## config.mk

```make
export PLATFORM = sky130hd
export DESIGN_NAME = vcdw_shade
export DESIGN_NICKNAME = d
export VERILOG_FILES = /design/src/hdl/voxel_cube_diagonal_wave_assert.svh /design/src/hdl/vcdw_pkg.sv /design/src/hdl/vcdw_shade.sv
export SDC_FILE = /design/constraint.sdc
export NUM_CORES = 1
export LEC_CHECK = 0
export ABC_AREA = 1
export BUFFER_PORTS_ARGS = -buffer_cell sky130_fd_sc_hd__buf_4
export CAP_MARGIN = 20
export CORE_MARGIN = 2
export CORE_UTILIZATION = 59
export DETAILED_ROUTE_END_ITERATION = 8
export GPL_TIMING_DRIVEN = 0
export PLACE_DENSITY = 0.78
export SYNTH_ARGS = -nofsm -noshare
export SYNTH_HDL_FRONTEND = slang
export SYNTH_SLANG_ARGS = --single-unit
```

## constraint.sdc

```tcl
create_clock -name clk -period 5 [get_ports clk]
set_input_delay 0.25 -clock clk [delete_from_list [all_inputs] [get_ports clk]]
set_output_delay 0.25 -clock clk [all_outputs]
set_load 0.005 [all_outputs]
```

## src/hdl/voxel_cube_diagonal_wave_assert.svh

```systemverilog
// assertion macros for the voxel cube wave block
// all of them sample on clk and are held off while rst is high
`ifndef VOXEL_CUBE_DIAGONAL_WAVE_ASSERT_SVH
`define VOXEL_CUBE_DIAGONAL_WAVE_ASSERT_SVH

// condition holds at every edge
`define VCDW_ASSERT_ALWAYS(label, cond, msg) \
  label: assert property (@(posedge clk) disable iff (rst) (cond)) else $error(msg);

// consequent holds in the same cycle as the antecedent
`define VCDW_ASSERT_NOW(label, ante, cons, msg) \
  label: assert property (@(posedge clk) disable iff (rst) (ante) |-> (cons)) \
    else $error(msg);

// consequent holds in the cycle after the antecedent
`define VCDW_ASSERT_NEXT(label, ante, cons, msg) \
  label: assert property (@(posedge clk) disable iff (rst) (ante) |=> (cons)) \
    else $error(msg);

`endif

```

## src/hdl/vcdw_pkg.sv

```systemverilog
`timescale 1ns / 1ps

package vcdw_pkg;

  typedef struct packed {
    logic [7:0] red;
    logic [7:0] green;
    logic [7:0] blue;
  } rgb_t;

  typedef enum logic [2:0] {
    ST_CLEAR,
    ST_IDLE,
    ST_SWEEP,
    ST_FLUSH,
    ST_READ,
    ST_DONE
  } state_t;

  // colour phases
  localparam logic [1:0] PH_BLUE_GREEN = 2'd0;
  localparam logic [1:0] PH_GREEN_RED  = 2'd1;
  localparam logic [1:0] PH_RED_BLUE   = 2'd2;

endpackage

```

## src/hdl/vcdw_shade.sv

```systemverilog
`timescale 1ns / 1ps

module vcdw_shade #(
  parameter int AW          = 9,
  parameter int FRONT_LIMIT = 21
) (
  input  logic                               clk,
  input  logic                               rst,
  input  logic                               issue,
  input  logic [AW-1:0]                      issue_addr,
  input  logic [$clog2(FRONT_LIMIT+1)-1:0]   diag,
  input  logic [$clog2(FRONT_LIMIT+1)-1:0]   front,
  input  logic [1:0]                         phase,
  input  vcdw_pkg::rgb_t                     rdata,
  output logic                               we,
  output logic [AW-1:0]                      waddr,
  output vcdw_pkg::rgb_t                     wdata
);

  localparam int FW = $clog2(FRONT_LIMIT + 1);

  // floor(9v/10) as one constant multiply: 9 * 52429 / 2^19
  function automatic logic [7:0] dim9(input logic [7:0] v);
    logic [27:0] p;
    p = 28'(v) * 28'd471861;
    return 8'(p >> 19);
  endfunction

  // floor(x/3), exact for every 9-bit x
  function automatic logic [7:0] div3(input logic [8:0] x);
    logic [25:0] p;
    p = 26'(x) * 26'd43691;
    return 8'(p >> 17);
  endfunction

  function automatic logic [7:0] weigh(input logic [7:0] v, input logic [1:0] ad);
    logic [7:0] w;
    case (ad)
      2'd0:    w = v;
      2'd1:    w = div3({v, 1'b0});
      2'd2:    w = div3({1'b0, v});
      default: w = 8'd0;
    endcase
    return w;
  endfunction

  function automatic logic [7:0] sat_add(input logic [7:0] a, input logic [7:0] b);
    logic [8:0] s;
    s = {1'b0, a} + {1'b0, b};
    return s[8] ? 8'hff : s[7:0];
  endfunction

  // ramp values per distance, fixed at elaboration
  logic [7:0] up_tab [FRONT_LIMIT+1];
  logic [7:0] dn_tab [FRONT_LIMIT+1];

  for (genvar k = 0; k <= FRONT_LIMIT; k++) begin : g_ramp
    localparam int Up = (k * 255) / FRONT_LIMIT;
    localparam int Dn = ((FRONT_LIMIT - k) * 255) / FRONT_LIMIT;
    assign up_tab[k] = 8'(Up);
    assign dn_tab[k] = 8'(Dn);
  end

  logic [FW-1:0]  ad_full;
  logic           near;
  logic [1:0]     ad;
  logic [7:0]     up_v;
  logic [7:0]     dn_v;
  vcdw_pkg::rgb_t base;
  vcdw_pkg::rgb_t add;

  always_comb begin
    ad_full = (front >= diag) ? front - diag : diag - front;
    near    = (ad_full <= FW'(2));
    ad      = ad_full[1:0];
    up_v    = up_tab[diag];
    dn_v    = dn_tab[diag];
    unique case (phase)
      vcdw_pkg::PH_BLUE_GREEN: base = '{red: 8'd0, green: up_v, blue: dn_v};
      vcdw_pkg::PH_GREEN_RED:  base = '{red: up_v, green: dn_v, blue: 8'd0};
      vcdw_pkg::PH_RED_BLUE:   base = '{red: dn_v, green: 8'd0, blue: up_v};
      default:                 base = '0;
    endcase
    if (near) begin
      add = '{red: weigh(base.red, ad), green: weigh(base.green, ad),
              blue: weigh(base.blue, ad)};
    end else begin
      add = '0;
    end
  end

  // stage a: colour for the voxel whose read is in flight
  logic           valid_a;
  logic [AW-1:0]  addr_a;
  vcdw_pkg::rgb_t add_a;

  always_ff @(posedge clk) begin
    if (rst) begin
      valid_a <= 1'b0;
    end else begin
      valid_a <= issue;
    end
  end

  always_ff @(posedge clk) begin
    addr_a <= issue_addr;
    add_a  <= add;
  end

  // stage b: dim the stored voxel and add the wave colour
  always_comb begin
    we    = valid_a;
    waddr = addr_a;
    wdata = '{red:   sat_add(dim9(rdata.red),   add_a.red),
              green: sat_add(dim9(rdata.green), add_a.green),
              blue:  sat_add(dim9(rdata.blue),  add_a.blue)};
  end

endmodule

```

==> results.py <==
metrics = {
    "logic_synthesis": {
        "synth_area_leaders": "ha_1 31%, fa_1 19%, inv_1 11%",
        "synth_seq_area_share_pct": 4.57,
        "synth_most_common_cell": "inv_1",
        "synth_edf_count": 0,
        "synth.distinct_cells": 43,
        "synthFlopType": "dfxtp_1",
        "ys_ff_latch": 34,
        "yosysTopAreaCellShare_pct": 30.9,
        "synthCells": 2032,
        "synth.cell_area_sq_mm": 0.0149,
        "syn_area_per_cell_sq_um": 7.32,
        "yosysTopAreaCell": "ha_1",
        "async_flop_share_pct": 0,
        "syn_nets": 2587,
        "synthTopCellsByCount": "452 x inv_1, 367 x ha_1, 347 x nand2_1",
        "ys_warn_count": 0,
    },
    "floorplan": {
        "die_area_sq_mm": 0.0265,
        "ios": 82,
        "rows": 58,
        "die_w_um": 163,
        "initial_utilization_pct": 59.6,
        "core-area_sq_mm": 0.0250,
        "die_y_um": 163,
    },
    "critical_path": {
        "crit_arrival_ps": 5190,
        "crit_required_ps": 4750,
        "critPathMaxFanout": 4,
        "cp-start-kind": "input port",
        "critPathKind": "input port to primary output",
        "end_kind": "primary output",
    },
    "placed_design": {
        "dp_hpwl_um": 30900,
        "place_congestion": 0.958,
        "pre_cts_slack_ps": -949,
        "numPortBuffers": 81,
    },
    "power": {
        "power_frac_seq_pct": 3.6,
        "internal_power_mw": 3.88,
        "total_power_mw": 8.31,
        "peakVddDrop_mv": 0.566,
        "p_switching_mw": 4.43,
        "power.leakage_nw": 10.1,
        "pwr-share-comb_pct": 91.4,
        "swShare_pct": 53.3,
        "p_per_area_mw_per_mm2": 434,
        "clkPwrFrac_pct": 5.0,
    },
    "routing": {
        "wl_met3_um": 2250,
        "vias": 15000,
        "drc_errors": 0,
        "viasPerCell": 5.83,
        "drt_iter0_markers": 1169,
        "wl_met1_um": 17900,
        "routed_wl_um": 45500,
        "wl_per_cell_um": 17.7,
        "wl_met2_um": 23600,
        "antenna_left": 0,
        "highest_layer": "met4",
        "first_pass_iters": 6,
    },
    "hold_path": {
        "hp-class": "input port to register",
    },
    "clocking": {
        "path_clk_slew_ps": 60,
        "numCtsBuffers": 5,
        "cts.path.max_buffers": 2,
        "htreeDepth": 2,
        "cts_sinks": 34,
        "cts_root_buffer": "clkbuf_16",
        "cts_tree": "done",
    },
    "grt": {
        "grt-ovfl-total": 0,
        "grt_pass1_wl_um": 66800,
        "antenna_found_initial": 0,
        "grt_max_degree": 13,
        "grt_pass1_vias": 14700,
        "grt_usage_pct": 30.5,
    },
    "run_status": {
        "violations": "negative setup slack",
        "status": "finished with violations",
    },
    "layout": {
        "antennaDiodeCount": 0,
        "final_core_util_pct": 76.7,
        "drive_above_1_share_pct": 24.1,
        "areaGrowthSynthToFinish_pct": 28.7,
        "nets": 2799,
    },
    "sta": {
        "final_hold_viol_count": 0,
        "period_needed_ps": 5440,
        "fin_tns_setup_ps": -8420,
        "rsz0062_at_grt": "true",
        "tightest_slew_ps": 750,
        "fin_crit_sh_pct": 109,
        "slew_violations": 0,
        "holdWs_ps": 56.1,
        "fmax_mhz": 184,
        "setup_slack_ps": -439,
        "max_slew_margin_pct": 49.5,
        "report.final.setup_viol": 24,
    },
    "run": {
        "maxCapViolations": 0,
    },
}
==> per-layer routing <==
layer  GRT usage [%]  vias to the layer above
met2            56.8                      603
met4            8.61                        0
met3            3.44                      164
li1                -                     7081
met5               0                        -
met1            37.1                     7155
==> registers in the layout (all words and copies together) (netlist names) <==
name,flops
waddr,9
we,1
add_a,24
==> cell type report <==
| cell class | count | area (sq um) |
|---|---|---|
| Inverter | 454 | 1720 |
| Tap cell | 330 | 413 |
| Multi-Input combinational cell | 1531 | 14300 |
| Timing Repair Buffer | 205 | 1760 |
| Fill cell | 1633 | 5810 |
| Sequential cell | 34 | 681 |
| Clock buffer | 5 | 125 |
| Buffer | 13 | 76.3 |
| Clock inverter | 3 | 68.8 |
==> placed cells by master (no fill, tap or decap), types with 16 or more instances in the layout <==
| master | synthesis | final |
|---|---|---|
| a21oi_1 | 141 | 104 |
| a21oi_2 | 6 | 37 |
| a31oi_1 | 21 | 16 |
| buf_4 | 0 | 175 |
| buf_6 | 1 | 19 |
| dfxtp_1 | 34 | 34 |
| fa_1 | 140 | 123 |
| fa_2 | 0 | 17 |
| ha_1 | 367 | 298 |
| ha_4 | 0 | 59 |
| inv_1 | 452 | 420 |
| inv_2 | 1 | 29 |
| nand2_1 | 347 | 304 |
| nand2_2 | 0 | 26 |
| nand2_4 | 0 | 17 |
| nand3_1 | 101 | 96 |
| nand4_1 | 19 | 19 |
| nor2_1 | 124 | 100 |
| nor2_2 | 2 | 17 |
| nor3_1 | 22 | 17 |
| o21ai_0 | 82 | 46 |
| o21ai_1 | 4 | 21 |
| o21ai_2 | 0 | 19 |
| xor2_1 | 30 | 25 |
==> through the flow <==
step                      std cells  area (sq um)
after floorplan                2032         14900
after global placement         2443         15900
after detailed placement       2443         15900
after CTS                      2521         17800
after global routing           2575         19200
final                          2575         19200
==> final timing paths <==
kind	startpoint	to	slack [ps]	cells after the start
worst max-delay path	rdata[19]	wdata[23]	-440	28
worst min-delay path	issue_addr[0]	waddr[0]$_DFF_P_	60	1
==> critical path, stage by stage <==
cell      delay (ps)
buf_12           110
ha_4             160
fa_1             520
fa_1             600
inv_1             80
fa_1             540
inv_1             90
ha_4             310
nand2_4           70
nor2_4           100
inv_2             50
nor3_2           170
nand2_1           60
o211ai_1         170
buf_4            160
xor2_2           140
ha_1             270
inv_2            110
nor2_4            40
o21ai_2          130
nand2_2           90
a21oi_2          120
o21bai_1          90
nand2_1           90
nand2_2           60
a21oi_4          230
nand3b_1         180
buf_4            180
==> power groups by stage <==
stage               Sequential (mW)  Combinational (mW)  Clock [mW]
floorplan                     0.299                3.71           0
global placement              0.301                5.05           0
detailed placement            0.301                5.17           0
CTS                           0.295                6.23       0.422
global route                  0.297                8.29       0.433
finish                        0.296                7.59       0.419
==> cell families (layout without fill, tap and decap cells) <==
family,after synthesis,after routing,share of synthesized area (%)
buffers and inverters,467,680,11.9
flip-flops,34,34,4.57
adder cells (fa/ha/maj),507,507,49.7
AND/OR/NAND/NOR,646,646,18.3
XOR/XNOR,41,41,2.41
AO/OA/AOI/OAI,337,337,13.1
==> repair_timing <==
item	in CTS	in global routing
hold buffers	0	0
resized for setup	227	239
endpoints found under the hold margin	0	0
setup buffers	70	54
pin swaps	112	149
setup endpoints to repair	46	47
Power figures use the tool's default switching activity.
